<file path="src/rtl/pee_pkg.sv">
`timescale 1ns / 1ps

package pee_pkg;

  localparam int STACK_DEPTH_DEF = 64;

  localparam logic [1:0] ST_OK      = 2'd0;
  localparam logic [1:0] ST_BADOP   = 2'd1;
  localparam logic [1:0] ST_DIVZERO = 2'd2;

  localparam logic [7:0] CH_0   = 8'h30;
  localparam logic [7:0] CH_9   = 8'h39;
  localparam logic [7:0] CH_ADD = 8'h2B;
  localparam logic [7:0] CH_SUB = 8'h2D;
  localparam logic [7:0] CH_MUL = 8'h2A;
  localparam logic [7:0] CH_DIV = 8'h2F;

  localparam logic [31:0] EMPTY_POP = 32'hFFFF_FFFF;

  typedef enum logic [2:0] {
    CLS_DIGIT,
    CLS_ADD,
    CLS_SUB,
    CLS_MUL,
    CLS_DIV,
    CLS_BAD
  } sym_cls_t;

  typedef struct packed {
    logic [7:0] symbol;
    logic       last_symbol;
  } in_item_t;

  typedef struct packed {
    logic signed [31:0] value;
    logic [1:0]         status;
    logic               overflow_seen;
    logic               underflow_seen;
  } out_item_t;

  typedef struct packed {
    logic latch;
    logic push_dig;
    logic rd;
    logic eval;
    logic push_res;
    logic emit;
  } pee_cmd_t;

  typedef struct packed {
    sym_cls_t cls;
    logic     last;
    logic     bad_mode;
    logic     rhs_zero;
    logic     div_done;
    logic     out_full;
  } pee_sts_t;

  function automatic sym_cls_t sym_class(input logic [7:0] sym);
    sym_cls_t cls;
    if (sym >= CH_0 && sym <= CH_9) begin
      cls = CLS_DIGIT;
    end else if (sym == CH_ADD) begin
      cls = CLS_ADD;
    end else if (sym == CH_SUB) begin
      cls = CLS_SUB;
    end else if (sym == CH_MUL) begin
      cls = CLS_MUL;
    end else if (sym == CH_DIV) begin
      cls = CLS_DIV;
    end else begin
      cls = CLS_BAD;
    end
    return cls;
  endfunction

endpackage

</file>
<file path="src/rtl/pee_div.sv">
`timescale 1ns / 1ps

module pee_div (
  input  logic        clk,
  input  logic        rst_n,
  input  logic        start,
  input  logic [31:0] dividend,
  input  logic [31:0] divisor,
  output logic        done,
  output logic [31:0] quotient
);

  logic        busy_r;
  logic        done_r;
  logic [4:0]  step_r;
  logic        neg_r;
  logic [31:0] rem_r;
  logic [31:0] quo_r;
  logic [31:0] mb_r;

  logic        na;
  logic        nb;
  logic [31:0] ma;
  logic [31:0] mb;
  logic [32:0] rem_sh;
  logic [32:0] diff;

  assign na = dividend[31];
  assign nb = divisor[31];
  assign ma = na ? (32'd0 - dividend) : dividend;
  assign mb = nb ? (32'd0 - divisor) : divisor;

  assign rem_sh = {rem_r, quo_r[31]};
  assign diff   = rem_sh - {1'b0, mb_r};

  always_ff @(posedge clk) begin
    if (!rst_n) begin
      busy_r <= 1'b0;
      done_r <= 1'b0;
      step_r <= '0;
    end else begin
      done_r <= busy_r && (step_r == 5'd31);
      if (start) begin
        busy_r <= 1'b1;
        step_r <= '0;
      end else if (busy_r) begin
        step_r <= step_r + 5'd1;
        if (step_r == 5'd31) begin
          busy_r <= 1'b0;
        end
      end
    end
  end

  // one restoring step per cycle, quotient bits shift in from the right
  always_ff @(posedge clk) begin
    if (start) begin
      rem_r <= '0;
      quo_r <= ma;
      mb_r  <= mb;
      neg_r <= na ^ nb;
    end else if (busy_r) begin
      if (!diff[32]) begin
        rem_r <= diff[31:0];
        quo_r <= {quo_r[30:0], 1'b1};
      end else begin
        rem_r <= rem_sh[31:0];
        quo_r <= {quo_r[30:0], 1'b0};
      end
    end
  end

  assign done     = done_r;
  assign quotient = neg_r ? (32'd0 - quo_r) : quo_r;

endmodule

</file>
<file path="src/rtl/pee_dpath.sv">
`timescale 1ns / 1ps

module pee_dpath #(
  parameter int STACK_DEPTH = pee_pkg::STACK_DEPTH_DEF
) (
  input  logic                clk,
  input  logic                rst_n,
  input  pee_pkg::in_item_t   in_data,
  input  pee_pkg::pee_cmd_t   cmd,
  output pee_pkg::pee_sts_t   sts,
  output logic                out_valid,
  input  logic                out_stall,
  output pee_pkg::out_item_t  out_data
);

  localparam int AW = (STACK_DEPTH > 1) ? $clog2(STACK_DEPTH) : 1;
  localparam int CW = $clog2(STACK_DEPTH + 1);

  logic [31:0] stk_mem [STACK_DEPTH];

  logic [7:0]          sym_r;
  logic                last_r;
  logic [CW-1:0]       cnt_r;
  logic [1:0]          st_r;
  logic                ovf_r;
  logic                unf_r;
  logic [31:0]         rd_a_r;
  logic [31:0]         rd_b_r;
  logic [31:0]         res_r;
  logic                out_valid_r;
  pee_pkg::out_item_t  out_r;

  pee_pkg::sym_cls_t   cls;
  logic [CW-1:0]       cnt_m1;
  logic [CW-1:0]       cnt_m2;
  logic [AW-1:0]       addr_a;
  logic [AW-1:0]       addr_b;
  logic                full;
  logic                has1;
  logic                has2;
  logic [31:0]         rhs;
  logic [31:0]         lhs;
  logic [31:0]         prod;
  logic [7:0]          dig_val;
  logic                do_push;
  logic [31:0]         push_val;
  logic                div_start;
  logic                div_done;
  logic [31:0]         div_q;

  assign cls     = pee_pkg::sym_class(sym_r);
  assign cnt_m1  = cnt_r - CW'(1);
  assign cnt_m2  = cnt_r - CW'(2);
  assign addr_a  = cnt_m1[AW-1:0];
  assign addr_b  = cnt_m2[AW-1:0];
  assign full    = (cnt_r == CW'(STACK_DEPTH));
  assign has1    = (cnt_r != '0);
  assign has2    = (cnt_r >= CW'(2));
  assign rhs     = has1 ? rd_a_r : pee_pkg::EMPTY_POP;
  assign lhs     = has2 ? rd_b_r : pee_pkg::EMPTY_POP;
  assign prod    = lhs * rhs;
  assign dig_val = sym_r - pee_pkg::CH_0;
  assign do_push = cmd.push_dig || cmd.push_res;
  assign push_val = cmd.push_dig ? {24'd0, dig_val} : res_r;

  assign div_start = cmd.eval && (cls == pee_pkg::CLS_DIV) && (rhs != '0);

  pee_div u_div (
    .clk      (clk),
    .rst_n    (rst_n),
    .start    (div_start),
    .dividend (lhs),
    .divisor  (rhs),
    .done     (div_done),
    .quotient (div_q)
  );

  always_ff @(posedge clk) begin
    if (!rst_n) begin
      out_valid_r <= 1'b0;
      cnt_r       <= '0;
      st_r        <= pee_pkg::ST_OK;
      ovf_r       <= 1'b0;
      unf_r       <= 1'b0;
    end else begin
      if (cmd.emit) begin
        out_valid_r <= 1'b1;
      end else if (out_valid_r && !out_stall) begin
        out_valid_r <= 1'b0;
      end

      if (do_push) begin
        if (full) begin
          ovf_r <= 1'b1;
        end else begin
          cnt_r <= cnt_r + CW'(1);
        end
      end

      if (cmd.eval) begin
        cnt_r <= has2 ? cnt_m2 : '0;
        if (!has2) begin
          unf_r <= 1'b1;
        end
        if (cls == pee_pkg::CLS_BAD) begin
          st_r <= pee_pkg::ST_BADOP;
        end else if (cls == pee_pkg::CLS_DIV && rhs == '0 && st_r == pee_pkg::ST_OK) begin
          st_r <= pee_pkg::ST_DIVZERO;
        end
      end

      // result leaves: start the next expression from an empty stack
      if (cmd.emit) begin
        cnt_r <= '0;
        st_r  <= pee_pkg::ST_OK;
        ovf_r <= 1'b0;
        unf_r <= 1'b0;
      end
    end
  end

  always_ff @(posedge clk) begin
    if (cmd.latch) begin
      sym_r  <= in_data.symbol;
      last_r <= in_data.last_symbol;
    end
    if (do_push && !full) begin
      stk_mem[cnt_r[AW-1:0]] <= push_val;
    end
    if (cmd.rd) begin
      rd_a_r <= stk_mem[addr_a];
      rd_b_r <= stk_mem[addr_b];
    end
    if (cmd.eval) begin
      case (cls)
        pee_pkg::CLS_ADD: res_r <= lhs + rhs;
        pee_pkg::CLS_SUB: res_r <= lhs - rhs;
        pee_pkg::CLS_MUL: res_r <= prod;
        default:          res_r <= '0;
      endcase
    end else if (div_done) begin
      res_r <= div_q;
    end
    if (cmd.emit) begin
      out_r.value          <= has1 ? rd_a_r : pee_pkg::EMPTY_POP;
      out_r.status         <= st_r;
      out_r.overflow_seen  <= ovf_r;
      out_r.underflow_seen <= unf_r || !has1;
    end
  end

  assign sts.cls      = cls;
  assign sts.last     = last_r;
  assign sts.bad_mode = (st_r == pee_pkg::ST_BADOP);
  assign sts.rhs_zero = (rhs == '0);
  assign sts.div_done = div_done;
  assign sts.out_full = out_valid_r;

  assign out_valid = out_valid_r;
  assign out_data  = out_r;

endmodule

</file>
<file path="src/rtl/pee_ctrl.sv">
`timescale 1ns / 1ps

module pee_ctrl (
  input  logic               clk,
  input  logic               rst_n,
  input  logic               in_valid,
  output logic               in_stall,
  input  pee_pkg::pee_sts_t  sts,
  output pee_pkg::pee_cmd_t  cmd
);

  typedef enum logic [2:0] {
    S_IDLE,
    S_DECODE,
    S_EVAL,
    S_DIV_WAIT,
    S_PUSH,
    S_FIN_RD,
    S_FIN_EMIT
  } state_t;

  state_t state_r;
  state_t state_nxt;
  state_t after_item;

  assign after_item = sts.last ? S_FIN_RD : S_IDLE;

  always_comb begin
    state_nxt = state_r;
    cmd       = '0;
    unique case (state_r)
      S_IDLE: begin
        cmd.latch = in_valid;
        if (in_valid) begin
          state_nxt = S_DECODE;
        end
      end
      S_DECODE: begin
        if (sts.bad_mode) begin
          state_nxt = after_item;
        end else if (sts.cls == pee_pkg::CLS_DIGIT) begin
          cmd.push_dig = 1'b1;
          state_nxt    = after_item;
        end else begin
          cmd.rd    = 1'b1;
          state_nxt = S_EVAL;
        end
      end
      S_EVAL: begin
        cmd.eval = 1'b1;
        if (sts.cls == pee_pkg::CLS_BAD) begin
          state_nxt = after_item;
        end else if (sts.cls == pee_pkg::CLS_DIV && !sts.rhs_zero) begin
          state_nxt = S_DIV_WAIT;
        end else begin
          state_nxt = S_PUSH;
        end
      end
      S_DIV_WAIT: begin
        if (sts.div_done) begin
          state_nxt = S_PUSH;
        end
      end
      S_PUSH: begin
        cmd.push_res = 1'b1;
        state_nxt    = after_item;
      end
      S_FIN_RD: begin
        cmd.rd    = 1'b1;
        state_nxt = S_FIN_EMIT;
      end
      S_FIN_EMIT: begin
        // hold until the previous result has gone
        if (!sts.out_full) begin
          cmd.emit  = 1'b1;
          state_nxt = S_IDLE;
        end
      end
      default: begin
        state_nxt = S_IDLE;
      end
    endcase
  end

  always_ff @(posedge clk) begin
    if (!rst_n) begin
      state_r <= S_IDLE;
    end else begin
      state_r <= state_nxt;
    end
  end

  assign in_stall = (state_r != S_IDLE);

endmodule

</file>
<file path="src/rtl/postfix_expression_evaluator.sv">
`timescale 1ns / 1ps

// channel   ports                          beat
// input     in_valid  in_stall  in_data    one character, last_symbol marks the end
// result    out_valid out_stall out_data   value, status and flags of one expression
//
// Digit: decode and push. Add, subtract, multiply: decode, stack read, evaluate, push.
// Divide by a non-zero value waits on the one-bit-per-cycle 32-step divider before the push.
// The last character adds a final stack read and the result beat.
// Reset clears the stack count and flags only; the stack memory is never cleared.
// A stalled result register holds the block in its final step; earlier beats still go in.

module postfix_expression_evaluator #(
  parameter int STACK_DEPTH = pee_pkg::STACK_DEPTH_DEF
) (
  input  logic                clk,
  input  logic                rst_n,
  input  logic                in_valid,
  output logic                in_stall,
  input  pee_pkg::in_item_t   in_data,
  output logic                out_valid,
  input  logic                out_stall,
  output pee_pkg::out_item_t  out_data
);

  pee_pkg::pee_cmd_t cmd;
  pee_pkg::pee_sts_t sts;

  pee_ctrl u_ctrl (
    .clk      (clk),
    .rst_n    (rst_n),
    .in_valid (in_valid),
    .in_stall (in_stall),
    .sts      (sts),
    .cmd      (cmd)
  );

  pee_dpath #(
    .STACK_DEPTH (STACK_DEPTH)
  ) u_dpath (
    .clk       (clk),
    .rst_n     (rst_n),
    .in_data   (in_data),
    .cmd       (cmd),
    .sts       (sts),
    .out_valid (out_valid),
    .out_stall (out_stall),
    .out_data  (out_data)
  );

  a_busy_after_accept: assert property (@(posedge clk) disable iff (!rst_n)
    in_valid && !in_stall |=> in_stall)
    else $error("block took a second beat before finishing the first");

  a_emit_free: assert property (@(posedge clk) disable iff (!rst_n)
    cmd.emit |-> !sts.out_full)
    else $error("result overwritten before it was taken");

  a_cmd_excl: assert property (@(posedge clk) disable iff (!rst_n)
    $onehot0({cmd.push_dig, cmd.push_res, cmd.rd, cmd.eval, cmd.emit}))
    else $error("datapath commands overlap");

  a_eval_after_rd: assert property (@(posedge clk) disable iff (!rst_n)
    cmd.eval |-> $past(cmd.rd))
    else $error("operands evaluated without a stack read");

endmodule
</file>
<file path="config.mk">
export PLATFORM = sky130hd
export DESIGN_NAME = postfix_expression_evaluator
export DESIGN_NICKNAME = d
export VERILOG_FILES = /design/src/rtl/pee_pkg.sv /design/src/rtl/pee_div.sv /design/src/rtl/pee_dpath.sv /design/src/rtl/pee_ctrl.sv /design/src/rtl/postfix_expression_evaluator.sv
export SDC_FILE = /design/constraint.sdc
export NUM_CORES = 2
export LEC_CHECK = 0
export BUFFER_PORTS_ARGS = -buffer_cell sky130_fd_sc_hd__buf_4
export CAP_MARGIN = 20
export CORE_MARGIN = 2
export CORE_UTILIZATION = 40
export CTS_CLUSTER_DIAMETER = 60
export DETAILED_ROUTE_END_ITERATION = 6
export GPL_ROUTABILITY_DRIVEN = 0
export PLACE_DENSITY_LB_ADDON = 0.25
export SLEW_MARGIN = 0
export SYNTH_ARGS = -nofsm -noshare
export SYNTH_HDL_FRONTEND = slang
export SYNTH_SLANG_ARGS = --single-unit
</file>
<file path="constraint.sdc">
create_clock -name clk -period 11.08 [get_ports clk]
set_input_delay 1.108 -clock clk [delete_from_list [all_inputs] [get_ports clk]]
set_output_delay 1.108 -clock clk [all_outputs]
set_load 0.005 [all_outputs]
</file>
======== Word level (Yosys, flattened, before mapping) ========
Memories as Yosys holds them, arrays and structs flattened. A register that Yosys moved wholly into a read port is not among the register bits.
Cells that the tools add are included.
word-level totals
  output and inout bits ................... 38
  RAM bits ................................ 2,048
  logic and storage cells ................. 146
  register bits ........................... 196
  bits in read-only memories .............. 0
  memories ................................ 1
  latch bits .............................. 0
memories
  name             words  width  read ports  clocked after Yosys merged registers in  write ports  line             source
  u_dpath.stk_mem  64     32     2           2                                        1            pee_dpath.sv:19  logic [31:0] stk_mem [STACK_DEPTH];
cells by class
  equal/unequal tests ..................... 22
  order comparisons ....................... 3
  shift-type cells ........................ 0
  $mul .................................... 1
  bitwise gates (word level) .............. 3
  muxes and demuxes ....................... 50
  reduce and logical (&&, ||, !) cells .... 34
  divide/modulo/power cells ............... 0
  add/subtract/negate cells ............... 11
operators by type and width
  cell                                                                                  count
  32-bit 2-to-1 mux                                                                     10
  32-bit one-hot mux with 3 select lines                                                1
  1-bit by 32-bit subtractor with 32-bit output (first input constant)                  3
  3-bit 2-to-1 mux                                                                      12
  33-bit by 32-bit subtractor with 33-bit output                                        1
  32-bit adder                                                                          1
  8-bit by 6-bit == test with 1-bit output (second input constant)                      4
  32-bit logical NOT                                                                    1
  32-bit by 32-bit multiplier with 32-bit output                                        1
  32-bit nonzero test                                                                   1
  32-bit subtractor                                                                     1
  31-bit 2-to-1 mux                                                                     1
  7-bit 2-to-1 mux                                                                      4
  3-bit one-hot mux with 7 select lines                                                 1
  1-bit 2-to-1 mux                                                                      17
  3-bit == test (second input constant)                                                 5
  3-bit by 2-bit == test with 1-bit output (second input constant)                      4
  2-bit nonzero test                                                                    5
  1-bit logical AND                                                                     9
  8-bit by 6-bit greater-or-equal comparator with 1-bit output (second input constant)  1
  8-bit by 6-bit <= comparator with 1-bit output (second input constant)                1
  2-bit AND reduction                                                                   4
  8-bit by 6-bit subtractor with 8-bit output (second input constant)                   1
  7-bit by 1-bit adder with 7-bit output (second input constant)                        1
  22 further kinds                                                                      34

======== Longest topological paths before layout ========
  word-level depth ........................ 14
  depth in mapped cells ................... 42
  gate-level depth less buffers ........... 32

======== Cells and area by module ========
Synthesis repeated with hierarchy kept, for this count alone.
second synthesis, totals
  cell total of the unflattened synthesis .. 7,388
  area, all modules ....................... 125,854.5 sq um
modules (own cells, without submodules)
  module     instances  area each (sq um)  cells an instance
  pee_dpath  1          117,689.1          6,461
  pee_div    1          7,831.3            881
  pee_ctrl   1          334.1              46

======== Worst setup path after synthesis ========
No wires, ideal clock.
  kind .................................... reg-to-reg
  from .................................... register u_dpath.cnt_r[0]
  to ...................................... register u_dpath.res_r[28], data pin
  path buffers ............................ 8
  data arrival time ....................... 9.808 ns
  required time ........................... 10.821 ns
  path slack .............................. 1.013 ns
  stages on the path, launching flop included .. 39
  library setup time ...................... 0.259 ns
  clock period less this slack ............ 10.067 ns
  cells stage by stage .................... dfxtp_1 -> clkbuf_1 -> clkbuf_1 -> buf_1 -> clkbuf_1 -> clkinv_1 -> ha_1 -> nand2b_1 -> clkbuf_1 -> and3_1 -> buf_2 -> clkbuf_1 -> buf_1 -> nor2_1 -> nor2_1 -> fa_1 -> inv_1 -> fa_1 -> [... 3 more ...] -> fa_1 -> inv_1 -> fa_1 -> inv_1 -> fa_1 -> fa_1 -> ha_1 -> a21o_1 -> a21o_1 -> a21oi_1 -> o21ai_0 -> or2_2 -> a211oi_1 -> o31ai_1 -> a21o_1 -> a21oi_1 -> xnor2_1 -> a211o_1
between the ends
  word-level cells in the longest chain between the ends .. 5
ends and longest elaborated chain
  item                                                                                                line                              source
  from (decl)                                                                                         pee_dpath.sv:23                   logic [CW-1:0] cnt_r;
  from (signal assigned)                                                                              pee_dpath.sv:96                   cnt_r <= cnt_r + CW'(1);
  from (signal assigned)                                                                              pee_dpath.sv:101                  cnt_r <= has2 ? cnt_m2 : '0;
  7-bit by 2-bit greater-or-equal comparator with 1-bit output or 7-bit nonzero test (tied branches)  pee_dpath.sv:58, pee_dpath.sv:57
  32-bit 2-to-1 mux, on equally long branches                                                         --
  32-bit by 32-bit multiplier with 32-bit output (tied with other cells)                              pee_dpath.sv:61                   assign prod = lhs * rhs;
  32-bit one-hot mux with 3 select lines *                                                            pee_dpath.sv:135                  case (cls)
  32-bit 2-to-1 mux *                                                                                 pee_dpath.sv:134                  if (cmd.eval) begin
  to (signal assigned)                                                                                pee_dpath.sv:136                  pee_pkg::CLS_ADD: res_r <= lhs + rhs;
  to (signal assigned)                                                                                pee_dpath.sv:137                  pee_pkg::CLS_SUB: res_r <= lhs - rhs;
  to (signal assigned)                                                                                pee_dpath.sv:138                  pee_pkg::CLS_MUL: res_r <= prod;
  to (decl)                                                                                           pee_dpath.sv:29                   logic [31:0] res_r;
Every way passes the cells marked *; elsewhere a longest branch is shown, timed or not.
A chain may end at the register's enable or synchronous reset.

======== Final worst setup path ========
  from .................................... register u_dpath.cnt_r[3]
  to ...................................... register u_dpath.res_r[30], data pin
Same word-level chain as after synthesis.

==> metrics.cfg <==
[synthesis]
synth_enable_flop_cells = 2254
ys_ff_latch = 2308
synth_area_leaders = edfxtp_1 54%, mux4_2 24%, fa_1 6.6%, ha_1 2.0%, nor2_1 1.7%
postSynthAreaPerCell_um2 = 17.1
netlist_area_um2 = 125000
yosysUniqueCellTypes = 87
async_reset_ff_frac = 0
ys.flop_type = edfxtp_1
ys_seq_area_frac = 0.551
synth_nets = 7931
ys.warnings.count = 0
synth.top_cell.area_share = 0.542
synth_cells = 7306
synth_top_area_cell = edfxtp_1

[place]
numPortBuffers = 50
post-place-ws_ns = 0.860
dpl.hpwl_um = 257000

[route]
wl_um = 423000
vias = 76000
ant_nets = 0
vias_per_cell = 6.45
route.detailed.drc = 18
drt_pre_antenna_iters = 7
dr.first_iter.drc_count = 10800
wire_per_inst_um = 36.0

[floorplanning]
core_area_um2 = 311000
die_w_um = 563
die_area_um2 = 317000
num_rows = 205
start_util = 0.401
die_h_um = 563
ios = 51

[sta]
period_minus_slack_ns = 10.31
drv_slew = 0
fin_setup_tns_ns = 0
min_period_over_period = 0.931
fin_skew_ns = 0.0541
timing.final.hold_violations = 0
worst_pin_slew_ns = 1.30
setup_viol = 0
grt_setup_unrepaired = no
setup_ws_ns = 0.767
timing.hold.ws_ns = 0.418
timing.fmax_ghz = 0.0970
maxSlewHeadroom = 0.133

[layout]
syn2layout_area_growth_pct = 12.4
postLayoutCoreUtil = 0.451
final_cell_mix = 2254 x edfxtp_1, 1334 x mux4_2, 490 x inv_1, 486 x nor2_1, 410 x fa_1
drive_above_1_share = 0.287
layout.nets = 8041
mostFrequentLayoutCell = edfxtp_1

[critical_path]
cp-end-kind = register
critPathKind = register to register
cpPeakStageDelay_ns = 0.81
crit_path_start_kind = register
cp_max_fo = 26
critical_path_required_ns = 11.69
path_common_cell = fa_1
slowest_stage = or3_1
arrival_ns = 10.92

[cts]
cts_buffers = 269
post-cts-setup-buffers = 0
clkLatencyLatePin_ns = 0.90
clock-root-buffer = clkbuf_16
h-tree-depth = 5
cts_resized = 0
clock-sinks = 2308
cts_tree = done
cts_hold_buffers = 0
clkTransAtPathRegs_ns = 0.05
cts_buffer_depth = 4

[global_routing]
overflow = 0
antenna_found_initial = 35
grt_pass1_vias = 75600
track_usage = 0.266
grt_pass1_wl_um = 591000
grt_max_degree = 140

[hold_path]
hp-class = input pin to register

[outcome]
outcome = finished with violations
failed_checks = design-rule violations

[flow_run]
cap_violations = 0

==> path summary, 6_finish.rpt <==
kind | endpoint | slack (ns) | startpoint | depth (start not counted)
worst max-delay path | u_dpath.res_r[30] | 0.77 | u_dpath.cnt_r[3] | 32
worst min-delay path | u_dpath.sym_r[5] | 0.42 | in_data[6] | 1
worst max register to register | u_dpath.res_r[30] | 0.77 | u_dpath.cnt_r[3] | 32
worst min register to register | u_dpath.out_data[3] | 0.48 | u_dpath.st_r[1] | 0
==> final cells by class <==
class / instances / area (um^2)
fillers: 26600 / 171000
diodes: 7 / 17.5
multi-input cells: 4023 / 53200
flip-flops and latches: 2308 / 68800
clock inverters: 152 / 1660
well taps: 4140 / 5180
repair buffers: 300 / 2650
inverters: 514 / 1930
clock buffers: 324 / 6960
==> registers in the layout, indices dropped and copies added (netlist names) <==
register              cells
u_ctrl.state_r            3
u_dpath.u_div.done        1
u_dpath.u_div.step_r      5
u_dpath.u_div.busy_r      1
u_dpath.u_div.rem_r      32
u_dpath.sym_r             8
u_dpath.last_r            1
u_dpath.u_div.quo_r      32
u_dpath.rd_a_r           32
u_dpath.unf_r             1
u_dpath.st_r              2
u_dpath.stk_mem        2048
u_dpath.cnt_r             7
u_dpath.ovf_r             1
u_dpath.res_r            32
u_dpath.u_div.mb_r       32
u_dpath.out_valid         1
u_dpath.rd_b_r           32
u_dpath.out_data         36
u_dpath.u_div.neg_r       1
==> cell families after synthesis <==
group,after synthesis,share of synthesized area
DFF,2308,0.551
muxes,1386,0.245
and+or+nand+nor,1192,0.0420
buffers and inverters,975,0.0296
adders and majority gates,612,0.0860
AOI/OAI and AO/OA,593,0.0299
xor gates and xnor gates,240,0.0169
==> per-stage QoR <==
step	area, um^2	instances
after detailed placement	131000	11300
final	140000	11800
after global placement	131000	11300
after CTS	140000	11700
after global routing	140000	11800
after floorplan	125000	7306
==> layer usage <==
layer,part of all wire,vias up,GRT usage
li1,-,29200,-
met1,0.37,40700,0.350
met2,0.46,4963,0.414
met3,0.12,1073,0.0741
met4,0.050,18,0.113
met5,0.00036,-,0
==> worst max-delay path: cells and delay by family, from the launching register on <==
family | cells | cell delay (ns)
and+or+nand+nor | 5 | 2.01
DFF | 1 | 0.30
AOI/OAI and AO/OA | 9 | 2.05
xor gates and xnor gates | 1 | 0.10
buffers and inverters | 8 | 1.28
adders and majority gates | 9 | 4.21
==> cell usage after synthesis (6+ instances only) <==
cell type and n:
edfxtp_1 2254, buf_2 14, or2_2 8, clkinv_1 15
and2_1 38, and3_1 23, fa_1 410, or3_1 22
inv_2 9, a21boi_0 6, o21ai_0 143, a221oi_1 23
xor2_1 68, dfxtp_1 54, a21oi_1 177, xnor2_1 171
o21bai_1 9, nand2b_1 29, nor2_1 559, o21a_1 26
nor3b_1 11, mux4_2 1334, o41ai_1 7, inv_1 490
nand3_1 36, a31oi_1 33, clkbuf_1 301, a211oi_1 30
buf_1 143, nor4_1 12, mux2i_1 42, nor3_1 43
a21o_1 42, mux2_2 10, or4_1 11, o31ai_1 40
nand2_1 331, ha_1 202, nand4_1 14, nor2b_1 27
Power is left out: the tool's default activity adds up to more than one toggle a clock period on the data nets, which glitch-free logic cannot reach.
